**config.mk**
```make
export PLATFORM = sky130hd
export DESIGN_NAME = pulse_flow_totalizer
export DESIGN_NICKNAME = d
export VERILOG_FILES = /design/src/design/pft_pkg.sv /design/src/design/pft_ctrl.sv /design/src/design/pft_dp.sv /design/src/design/pulse_flow_totalizer.sv
export VERILOG_INCLUDE_DIRS = /design/src /design/src/design
export SDC_FILE = /design/constraint.sdc
export NUM_CORES = 2
export LEC_CHECK = 0
export ABC_AREA = 0
export BUFFER_PORTS_ARGS = -buffer_cell sky130_fd_sc_hd__buf_2
export CAP_MARGIN = 20
export CORE_ASPECT_RATIO = 1.4
export CORE_MARGIN = 1.5
export CORE_UTILIZATION = 65
export DETAILED_ROUTE_END_ITERATION = 10
export GPL_ROUTABILITY_DRIVEN = 0
export HOLD_SLACK_MARGIN = 0.1
export PLACE_DENSITY = 0.93
export SETUP_SLACK_MARGIN = 0.5
export SLEW_MARGIN = 20
export SYNTH_ARGS = -nofsm -noshare
export SYNTH_HDL_FRONTEND = slang
export SYNTH_SLANG_ARGS = --single-unit
```
**constraint.sdc**
```tcl
create_clock -name i_clk -period 9.4 [get_ports i_clk]
set_input_delay 1.88 -clock i_clk [delete_from_list [all_inputs] [get_ports i_clk]]
set_output_delay 1.88 -clock i_clk [all_outputs]
set_load 0.01 [all_outputs]
```
**src/design/pulse_flow_totalizer_macros.svh**
```systemverilog
// Assertion macros for the pulse flow totalizer.
`ifndef PULSE_FLOW_TOTALIZER_MACROS_SVH
`define PULSE_FLOW_TOTALIZER_MACROS_SVH

// Same-cycle implication, clocked on i_clk, off during reset.
`define PFT_ASSERT_NOW(lbl, ante, cons) \
    lbl: assert property (@(posedge i_clk) disable iff (!i_rst_n) (ante) |-> (cons)) \
        else $error("pulse_flow_totalizer: assertion failed");

// Next-cycle implication, clocked on i_clk, off during reset.
`define PFT_ASSERT_NEXT(lbl, ante, cons) \
    lbl: assert property (@(posedge i_clk) disable iff (!i_rst_n) (ante) |=> (cons)) \
        else $error("pulse_flow_totalizer: assertion failed");

`endif

```
**src/design/pft_pkg.sv**
```systemverilog
// Shared constants and controller/datapath types for the pulse flow totalizer.
package pft_pkg;

    localparam int PULSE_COUNT_BITS_DEF = 16;

    localparam int WINDOW_W   = 16;
    localparam int CAL_W      = 14;
    localparam int TIME_W     = 32;
    localparam int TOTAL_W    = 32;
    localparam int CFG_ADDR_W = 1;
    localparam int CFG_DATA_W = 16;

    localparam int SCALE   = 500;
    localparam int SCALE_W = 9;
    localparam int DEN_W   = TIME_W + CAL_W + 2;

    localparam logic [WINDOW_W-1:0] WINDOW_RESET = 16'd1000;
    localparam logic [CAL_W-1:0]    CAL_RESET    = 14'd75;

    localparam logic [CFG_ADDR_W-1:0] CFG_WINDOW = 1'b0;
    localparam logic [CFG_ADDR_W-1:0] CFG_CAL    = 1'b1;

    localparam logic OP_SAMPLE = 1'b0;
    localparam logic OP_CLEAR  = 1'b1;

    typedef struct packed {
        logic take;
        logic mul;
        logic scale;
        logic step;
        logic add;
    } t_dp_cmd;

    typedef struct packed {
        logic close;
    } t_dp_stat;

endpackage

```
**src/design/pft_ctrl.sv**
```systemverilog
// Sequencing controller: item intake, multiply, divide and result handoff.
module pft_ctrl #(
    parameter int PULSE_COUNT_BITS = pft_pkg::PULSE_COUNT_BITS_DEF
) (
    input  logic              i_clk,
    input  logic              i_rst_n,
    input  logic              i_in_valid,
    output logic              o_in_stall,
    output logic              o_out_valid,
    input  logic              i_out_stall,
    input  pft_pkg::t_dp_stat i_stat,
    output pft_pkg::t_dp_cmd  o_cmd
);

    localparam int NUM_W = PULSE_COUNT_BITS + pft_pkg::WINDOW_W + pft_pkg::SCALE_W;
    localparam int CNT_W = $clog2(NUM_W);

    typedef enum logic [2:0] {
        S_IDLE,
        S_MUL,
        S_SCALE,
        S_DIV,
        S_ADD
    } t_state;

    t_state           r_state;
    logic [CNT_W-1:0] r_cnt;
    logic             r_out_valid;
    logic             out_free;

    assign out_free    = !r_out_valid || !i_out_stall;
    assign o_in_stall  = (r_state != S_IDLE);
    assign o_out_valid = r_out_valid;

    always_comb begin
        o_cmd       = '0;
        o_cmd.take  = (r_state == S_IDLE) && i_in_valid;
        o_cmd.mul   = (r_state == S_MUL);
        o_cmd.scale = (r_state == S_SCALE);
        o_cmd.step  = (r_state == S_DIV);
        o_cmd.add   = (r_state == S_ADD) && out_free;
    end

    always_ff @(posedge i_clk) begin
        if (!i_rst_n) begin
            r_state     <= S_IDLE;
            r_cnt       <= '0;
            r_out_valid <= 1'b0;
        end else begin
            if (o_cmd.add) begin
                r_out_valid <= 1'b1;
            end else if (!i_out_stall) begin
                r_out_valid <= 1'b0;
            end
            unique case (r_state)
                S_IDLE: begin
                    if (i_in_valid && i_stat.close) begin
                        r_state <= S_MUL;
                    end
                end
                S_MUL: begin
                    r_state <= S_SCALE;
                end
                S_SCALE: begin
                    r_cnt   <= CNT_W'(NUM_W - 1);
                    r_state <= S_DIV;
                end
                S_DIV: begin
                    if (r_cnt == '0) begin
                        r_state <= S_ADD;
                    end else begin
                        r_cnt <= r_cnt - 1'b1;
                    end
                end
                S_ADD: begin
                    if (out_free) begin
                        r_state <= S_IDLE;
                    end
                end
                default: begin
                    r_state <= S_IDLE;
                end
            endcase
        end
    end

endmodule

```
**src/design/pft_dp.sv**
```systemverilog
// Datapath: configuration, pulse tally, window timing, flow divider and total.
module pft_dp #(
    parameter int PULSE_COUNT_BITS = pft_pkg::PULSE_COUNT_BITS_DEF
) (
    input  logic                              i_clk,
    input  logic                              i_rst_n,
    input  logic                              i_cfg_we,
    input  logic [pft_pkg::CFG_ADDR_W-1:0]    i_cfg_addr,
    input  logic [pft_pkg::CFG_DATA_W-1:0]    i_cfg_data,
    input  logic                              i_operation,
    input  logic [pft_pkg::TIME_W-1:0]        i_now_ms,
    input  logic                              i_pin_level,
    input  pft_pkg::t_dp_cmd                  i_cmd,
    output pft_pkg::t_dp_stat                 o_stat,
    output logic [pft_pkg::TOTAL_W-1:0]       o_total_ml
);

    localparam int WIN_W  = pft_pkg::WINDOW_W;
    localparam int CAL_W  = pft_pkg::CAL_W;
    localparam int TIME_W = pft_pkg::TIME_W;
    localparam int TOT_W  = pft_pkg::TOTAL_W;
    localparam int DEN_W  = pft_pkg::DEN_W;
    localparam int PROD_W = PULSE_COUNT_BITS + WIN_W;
    localparam int NUM_W  = PROD_W + pft_pkg::SCALE_W;
    localparam int RAW_W  = TIME_W + CAL_W;

    logic [WIN_W-1:0]            r_window;
    logic [CAL_W-1:0]            r_cal;
    logic                        r_prev;
    logic [PULSE_COUNT_BITS-1:0] r_tally;
    logic [TIME_W-1:0]           r_start;
    logic [TOT_W-1:0]            r_total;
    logic [TOT_W-1:0]            r_out;

    logic [TIME_W-1:0] r_elapsed;
    logic [PROD_W-1:0] r_wt;
    logic [NUM_W-1:0]  r_num;
    logic [RAW_W-1:0]  r_den_raw;
    logic [DEN_W-1:0]  r_den;
    logic [DEN_W-1:0]  r_rem;
    logic [NUM_W-1:0]  r_quo;

    logic [TIME_W-1:0] elapsed;
    logic              close;
    logic              fall;
    logic [DEN_W:0]    rem_sh;
    logic [DEN_W:0]    diff;
    logic              ge;
    logic [TOT_W-1:0]  q_low;
    logic [TOT_W-1:0]  n_total;

    assign elapsed      = i_now_ms - r_start;
    assign close        = elapsed > {{(TIME_W - WIN_W){1'b0}}, r_window};
    assign o_stat.close = (i_operation == pft_pkg::OP_SAMPLE) && close;
    assign fall         = r_prev && !i_pin_level;

    assign rem_sh  = {r_rem, r_quo[NUM_W-1]};
    assign diff    = rem_sh - {1'b0, r_den};
    assign ge      = rem_sh >= {1'b0, r_den};
    assign q_low   = (r_den == '0) ? '0 : r_quo[TOT_W-1:0];
    assign n_total = r_total + q_low;

    assign o_total_ml = r_out;

    always_ff @(posedge i_clk) begin
        if (!i_rst_n) begin
            r_window <= pft_pkg::WINDOW_RESET;
            r_cal    <= pft_pkg::CAL_RESET;
            r_prev   <= 1'b0;
            r_tally  <= '0;
            r_start  <= '0;
            r_total  <= '0;
        end else begin
            if (i_cfg_we) begin
                unique case (i_cfg_addr)
                    pft_pkg::CFG_WINDOW: r_window <= i_cfg_data[WIN_W-1:0];
                    pft_pkg::CFG_CAL:    r_cal    <= i_cfg_data[CAL_W-1:0];
                    default: ;
                endcase
            end
            if (i_cmd.take) begin
                if (i_operation == pft_pkg::OP_CLEAR) begin
                    r_tally <= '0;
                    r_total <= '0;
                end else begin
                    r_prev <= i_pin_level;
                    if (close) begin
                        r_tally <= '0;
                        r_start <= i_now_ms;
                    end else if (fall && (r_tally != '1)) begin
                        r_tally <= r_tally + 1'b1;
                    end
                end
            end
            if (i_cmd.add) begin
                r_total <= n_total;
            end
        end
    end

    always_ff @(posedge i_clk) begin
        if (i_cmd.take) begin
            r_elapsed <= elapsed;
            r_wt      <= {{PULSE_COUNT_BITS{1'b0}}, r_window} * {{WIN_W{1'b0}}, r_tally};
        end
        if (i_cmd.mul) begin
            r_num     <= {{(NUM_W - PROD_W){1'b0}}, r_wt} * NUM_W'(pft_pkg::SCALE);
            r_den_raw <= {{CAL_W{1'b0}}, r_elapsed} * {{TIME_W{1'b0}}, r_cal};
        end
        if (i_cmd.scale) begin
            r_den <= {2'b00, r_den_raw} + {1'b0, r_den_raw, 1'b0};
            r_rem <= '0;
            r_quo <= r_num;
        end
        if (i_cmd.step) begin
            r_rem <= ge ? diff[DEN_W-1:0] : rem_sh[DEN_W-1:0];
            r_quo <= {r_quo[NUM_W-2:0], ge};
        end
        if (i_cmd.add) begin
            r_out <= n_total;
        end
    end

endmodule

```
**src/design/pulse_flow_totalizer.sv**
```systemverilog
// Top level of the pulse flow totalizer: controller, datapath and checks.
//
//  channel  direction  handshake               payload
//  in       to block   i_in_valid/o_in_stall   i_operation, i_now_ms, i_pin_level
//  out      from block o_out_valid/i_out_stall o_total_ml
//  cfg      to block   i_cfg_we                i_cfg_addr, i_cfg_data
//
// A clear or a sample that keeps the window open completes at intake.
// A closing sample goes on through the multiply states S_MUL and S_SCALE,
// the shift-subtract divider at one quotient bit per cycle, and S_ADD for
// the total update.
// The update waits while the previous result is still held by i_out_stall.
// Reset is synchronous and active low; it restores the window and calibration
// registers and zeroes the tally, window start, total and output valid.
`include "pulse_flow_totalizer_macros.svh"

module pulse_flow_totalizer #(
    parameter int PULSE_COUNT_BITS = pft_pkg::PULSE_COUNT_BITS_DEF
) (
    input  logic                           i_clk,
    input  logic                           i_rst_n,
    input  logic                           i_cfg_we,
    input  logic [pft_pkg::CFG_ADDR_W-1:0] i_cfg_addr,
    input  logic [pft_pkg::CFG_DATA_W-1:0] i_cfg_data,
    input  logic                           i_in_valid,
    output logic                           o_in_stall,
    input  logic                           i_operation,
    input  logic [pft_pkg::TIME_W-1:0]     i_now_ms,
    input  logic                           i_pin_level,
    output logic                           o_out_valid,
    input  logic                           i_out_stall,
    output logic [pft_pkg::TOTAL_W-1:0]    o_total_ml
);

    pft_pkg::t_dp_cmd  cmd;
    pft_pkg::t_dp_stat stat;

    pft_ctrl #(
        .PULSE_COUNT_BITS(PULSE_COUNT_BITS)
    ) u_ctrl (
        .i_clk       (i_clk),
        .i_rst_n     (i_rst_n),
        .i_in_valid  (i_in_valid),
        .o_in_stall  (o_in_stall),
        .o_out_valid (o_out_valid),
        .i_out_stall (i_out_stall),
        .i_stat      (stat),
        .o_cmd       (cmd)
    );

    pft_dp #(
        .PULSE_COUNT_BITS(PULSE_COUNT_BITS)
    ) u_dp (
        .i_clk       (i_clk),
        .i_rst_n     (i_rst_n),
        .i_cfg_we    (i_cfg_we),
        .i_cfg_addr  (i_cfg_addr),
        .i_cfg_data  (i_cfg_data),
        .i_operation (i_operation),
        .i_now_ms    (i_now_ms),
        .i_pin_level (i_pin_level),
        .i_cmd       (cmd),
        .o_stat      (stat),
        .o_total_ml  (o_total_ml)
    );

    `PFT_ASSERT_NOW(a_no_overwrite, cmd.add, !(o_out_valid && i_out_stall))
    `PFT_ASSERT_NEXT(a_add_shows, cmd.add, o_out_valid)
    `PFT_ASSERT_NEXT(a_clear_silent, cmd.take && (i_operation == pft_pkg::OP_CLEAR),
        !$rose(o_out_valid))
    `PFT_ASSERT_NOW(a_busy_in_div, cmd.step, o_in_stall && !cmd.take)

endmodule
```
---- After elaboration in Yosys (flattened, before gate mapping) ----
Index checks and enable logic that the tools add are counted.
word-level totals
  input port bits ......................... 56
  word-level logic and storage cells ...... 86
  register bits ........................... 439
  output and inout bits ................... 34
operators by class
  $lt $le $gt $ge ......................... 2
  eq/ne operators ......................... 10
  reduce and logical (&&, ||, !) cells .... 26
  bitwise operators ....................... 2
  multipliers ............................. 3
  multiplexer cells ....................... 20
  $add $sub $neg .......................... 6
operators with widths
  cell                   count
  $mux 48                3
  $mux 32                4
  $mux 41                2
  $ge 49x48->1           1
  $add 46x47->48         1
  $logic_not 48->1       1
  $mux 16                3
  $sub 48x48->48         1
  $mul 32x14->46         1
  $mul 32x7->39 const B  1
  $add 32x32->32         1
  $gt 32x16->1           1
  $mul 16x16->32         1
  $sub 32x32->32         1
  $add 16x1->16 const B  1
  $ne 16x16->1 const B   1
  $pmux 3 s5             1
  $pmux 6 s2             1
  $reduce_and 2->1       6
  $mux 3                 3
  $eq 3x2->1 const B     2
  $logic_and 1x1->1      6
  $logic_not 6->1        1
  $mux 6                 1
  13 further kinds       24

---- Longest topological paths before layout ----
  depth in word-level cells ............... 6
  depth in mapped cells ................... 27
  mapped depth without buffers ............ 26

---- Modules after synthesis ----
From an unflattened synthesis, not the netlist that was laid out.
second synthesis, totals
  cell total of the unflattened synthesis .. 5,539
  area, all modules ....................... 52,092.5 um^2
by module, submodules not included
  module    cells an instance  times used  area each (um^2)
  pft_dp    5,471              1           51,534.4
  pft_ctrl  68                 1           558.0

---- Worst setup path before layout ----
Ideal clock, no wire load.
  path type ............................... flip-flop to flip-flop
  from .................................... reg u_ctrl.r_state[1]
  to ...................................... reg u_dp.r_den_raw[0], enable pin
  setup slack ............................. 2.063 ns
  arrival time ............................ 6.687 ns
  stages on the path, launching flop included .. 3
  data required time ...................... 8.750 ns
  setup time .............................. 0.650 ns
  path through ............................ dfxtp_1 clkbuf_1 nor3b_1
between the ends
  longest elaborated chain between the ends .. 1
RTL lines
  what                      line            RTL
  start: declaration        pft_ctrl.sv:26  t_state r_state;
  start signal: assignment  pft_ctrl.sv:46  r_state <= S_IDLE;
  start signal: assignment  pft_ctrl.sv:58  r_state <= S_MUL;
  start signal: assignment  pft_ctrl.sv:62  r_state <= S_SCALE;
  $eq 3x1->1                pft_ctrl.sv:38  o_cmd.mul = (r_state == S_MUL);
  end signal: assignment    pft_dp.sv:108   r_den_raw <= {{CAL_W{1'b0}}, r_elapsed} * {{TIME_W{1'b0}}, r_cal};
  end: declaration          pft_dp.sv:38    logic [RAW_W-1:0] r_den_raw;
No other way between the ends.
A chain may end at the register's enable or synchronous reset.

---- Worst setup path in the final report ----
  from .................................... reg u_dp.r_cal[8]
  to ...................................... reg u_dp.r_den_raw[44], data pin
between the ends
  longest elaborated chain between the ends .. 1
RTL lines
  what                      line           RTL
  start: declaration        pft_dp.sv:28   logic [CAL_W-1:0] r_cal;
  start signal: assignment  pft_dp.sv:68   r_cal <= pft_pkg::CAL_RESET;
  start signal: assignment  pft_dp.sv:77   pft_pkg::CFG_CAL: r_cal <= i_cfg_data[CAL_W-1:0];
  $mul 32x14->46            pft_dp.sv:108
No other way between the ends.

==> summary.md <==
| Metric | Value |
|---|---|
| Outcome | `finished, final reports clean` |
| RSZ-0062 raised after global routing | `no` |
| HPWL after DPL | `99,500 um` |
| Synth async-reset ratio | `0%` |
| Max Freq | `125 MHz` |
| FF-to-FF path depth | `24` |
| CP startpoint kind | `flip-flop` |
| Final setup fails | `0` |
| Clock tree skew after final layout | `0.0458 ns` |
| Hold Path Cell Cnt | `2` |
| DR WL met3 | `10,400 um` |
| Family with the most delay on the worst path | `adder cells` |
| Postcts setup bufs | `0` |
| Uppermost layer routed | `met4` |
| Post-synth top area cell | `fa_1` |
| Syn avg cell area | `9.48 um2` |
| Syn Inst Count | `5,450` |
| Crit path buffers/inverters | `4` |
| IO Count | `90` |
| Share of the synthesized area in the top cell type | `26.1%` |
| Vias/cell | `6.21` |
| Post-DRT Antenna Nets | `0` |
| Synthesis Warnings | `0` |
| Die Width | `241 um` |
| CTS tree | `yes` |
| WL met2 | `65,800 um` |
| CP Class | `reg -> reg` |
| CTS Buf Count | `44` |
| Post-layout min period | `8.01 ns` |
| First-pass GRT wire length | `212,000 um` |
| Vias in the first global route | `43,200` |
| Crit path max fanout | `20` |
| Syn nets | `6,654` |
| Share of post-route cells with drive strength above 1 | `4.48%` |
| CP max-delay cell | `dfxtp_1` |
| Synth area leaders | `fa_1 (26%), edfxtp_1 (18%), ha_1 (12%)` |
| Row count | `122` |
| Pre-antenna DRT Iters | `7` |
| Final hold viol count | `0` |
| GRT Total Usage | `33.1%` |
| Critical Path Most Common Cell | `fa_1` |
| CTS sink count | `439` |
| Reg-to-Reg Start | `u_dp.r_cal[8]$_SDFFE_PN0P_` |
| Clock Power Share | `10.9%` |
| Syn Std Cell Area | `51,700 um2` |
| FF+latch count, synth | `439` |
| CTS H-tree depth | `2` |
| Total number of vias | `40,400` |
| Clock buffer depth | `3` |
| Die height | `337 um` |
| Worst endpoint required time | `9.78 ns` |
| Nets@finish | `6,609` |
| Final period util | `85.2%` |
| Cell Pwr Density | `320 nW/um2` |
| RR Endpoint | `u_dp.r_den_raw[44]$_DFFE_PP_` |
| Critical path capture point type | `flip-flop` |
| Fillers | `5,226` |
| Clock transition at path regs | `0.06 ns` |
| Post_cts resized | `0` |
| CP cell instances | `buf_4, nand2_1, fa_1, inv_1, fa_1, fa_1, fa_1, fa_1, inv_1, fa_1, inv_1, ha_1, a21o_1, a21o_1, a21oi_1, o21ai_0, or4_1, o211ai_1, a211oi_1, nor3_1, o21ai_0, a41o_1, a21o_1, xor2_1` |
| Initial antenna violation count | `0` |
| Total Power | `17.4 mW` |
| Worst skew pair latency | `0.64 ns` |
| Number of synthesized flops with an enable pin | `318` |
| Initial drt markers | `3,553` |
| Worst slew pin tran | `1.09 ns` |
| Critical Path Sink | `u_dp.r_den_raw[44]$_DFFE_PP_` |
| Reg power frac | `19.8%` |
| Placeable Area | `78,900 um2` |
| Netlist cell types | `95` |
| Most used DFF post-synth | `edfxtp_1` |
| Min-Delay Path Class | `reg -> reg` |
| Sequential fraction of the synthesis area | `23.2%` |
| Post-CTS Hold Fix Bufs | `0` |
| DRC errors left | `0` |
| Sw frac | `47.1%` |
| Largest net degree at the start of global routing | `86` |
| Setup TNS | `0 ns` |
| Min Hold Slack | `0.459 ns` |
| CP Depth | `24` |
| Max_slew headroom | `27.2%` |
| Max cap viols | `0` |
| Most frequent cells after synthesis | `inv_1 (809), nand2_1 (773), fa_1 (673), ha_1 (475), and2_1 (321)` |
| Root buf cell | `clkbuf_16` |
| Met1 wire length | `44,000 um` |
| Routed wire length per instance | `20.2 um` |
| Final Slew Violations | `0` |
| P_leak | `25.4 nW` |
| Final wirelength | `131,000 um` |
| Die area | `81,200 um2` |
| Worst IR Drop VDD | `0.383 mV` |
| Worst EP arrival | `8.39 ns` |
| Power Internal | `9.20 mW` |
| Input/output buffers | `89` |
| Total grt overflow | `0` |
| Initial Util | `65.5%` |
| Count leader, synth | `inv_1` |
| NetSw | `8.20 mW` |
| Gate power share | `69.3%` |
| R2r setup slk | `1.39 ns` |
| Crit path launch | `u_dp.r_cal[8]$_SDFFE_PN0P_` |
| Area Growth Syn to Fin | `5.33%` |
| CP peak stage delay | `0.94 ns` |
## layout make-up
class | count | area, um2 | area share, %
multi-input cells | 3986 | 35800 | 65.8
flip-flops and latches | 439 | 12000 | 22.0
inverters | 810 | 3040 | 5.59
well taps | 1054 | 1320 | 2.42
clock buffers | 59 | 1240 | 2.28
repair buffers | 124 | 711 | 1.31
clock inverters | 23 | 304 | 0.559
diodes | 3 | 7.51 | 0.0138
## routing by layer
metal | vias to the layer above | track usage [%]
met5 | - | 0
li1 | 17700 | -
met4 | 0 | 24.2
met2 | 2296 | 57.8
met3 | 878 | 5.17
met1 | 19500 | 36.3
## power by group through the flow
stage / sequential (mW) / clock [mW] / combinational [mW]
4_1_cts: 3.42 / 1.91 / 11.8
5_1_grt: 3.46 / 1.99 / 13.3
3_3_place_gp: 3.42 / 0 / 11.0
6_report: 3.44 / 1.91 / 12.1
2_1_floorplan: 3.26 / 0 / 9.04
3_5_place_dp: 3.45 / 0 / 11.7
## tightest hold or removal path: cells and delay by family, from the launching register on
kind / cells / cell delay, ns
DFF: 1 / 0.31
muxes: 1 / 0.05
and+or+nand+nor: 1 / 0.05
## per-stage QoR
step	area, um2	util, %	cells	setup slack, ns
floorplan	51700	-	5450	2.06
global placement	52900	67.0	6413	1.74
detailed placement	52900	67.0	6413	1.64
CTS	54400	69.0	6495	1.57
global route	54400	69.0	6495	1.18
finish	54400	69.0	6498	1.39
## sequential cells by signal, indices dropped and copies added (netlist names)
name / cells
u_ctrl.o_out_valid: 1
u_ctrl.r_cnt: 6
u_ctrl.r_state: 3
u_dp.o_total_ml: 32
u_dp.r_cal: 14
u_dp.r_den: 48
u_dp.r_den_raw: 46
u_dp.r_elapsed: 32
u_dp.r_num: 39
u_dp.r_prev: 1
u_dp.r_quo: 41
u_dp.r_rem: 48
u_dp.r_start: 32
u_dp.r_tally: 16
u_dp.r_total: 32
u_dp.r_window: 16
u_dp.r_wt: 32
## how the worst min path moves through the flow
stage,start,endpoint
finish,u_dp.r_start[3]$_SDFFE_PN0P_,u_dp.r_start[3]$_SDFFE_PN0P_
global route,u_dp.r_start[22]$_SDFFE_PN0P_,u_dp.r_start[22]$_SDFFE_PN0P_
CTS,u_dp.r_start[12]$_SDFFE_PN0P_,u_dp.r_start[12]$_SDFFE_PN0P_
floorplan,u_dp.r_den_raw[0]$_DFFE_PP_,u_dp.r_den[0]$_DFFE_PP_
detailed placement,u_dp.r_start[10]$_SDFFE_PN0P_,u_dp.r_start[10]$_SDFFE_PN0P_
global placement,u_dp.r_start[5]$_SDFFE_PN0P_,u_dp.r_start[5]$_SDFFE_PN0P_
## kinds of logic (layout without fill, tap and decap cells)
group | Yosys count | count (layout) | share of synthesized area [%]
AO/OA/AOI/OAI | 805 | 805 | 10.3
flip-flops | 439 | 439 | 23.2
multiplexers | 69 | 69 | 1.34
XOR/XNOR | 250 | 250 | 4.24
other | 0 | 3 | 0
adder cells (fa/ha/maj) | 1148 | 1148 | 37.6
AND/OR/NAND/NOR | 1714 | 1714 | 15.8
buffers and inverters | 1025 | 1016 | 7.59
## placed cells by master (no fill, tap or decap), drive strengths merged, types with 30 or more instances in the layout
| cell type | count |
|---|---|
| dfxtp | 121 |
| fa | 673 |
| ha | 475 |
| nor2b | 64 |
| a21oi | 243 |
| nor3 | 63 |
| xnor2 | 184 |
| nand2b | 38 |
| edfxtp | 318 |
| o21ai | 127 |
| xor2 | 66 |
| nand3 | 57 |
| a211oi | 36 |
| o21a | 67 |
| buf | 124 |
| o21bai | 30 |
| a22oi | 31 |
| nand2 | 774 |
| nor2 | 247 |
| clkbuf | 59 |
| and3 | 34 |
| inv | 813 |
| and2 | 322 |
| mux2i | 68 |
| a21o | 101 |
Power figures use the tool's default switching activity.
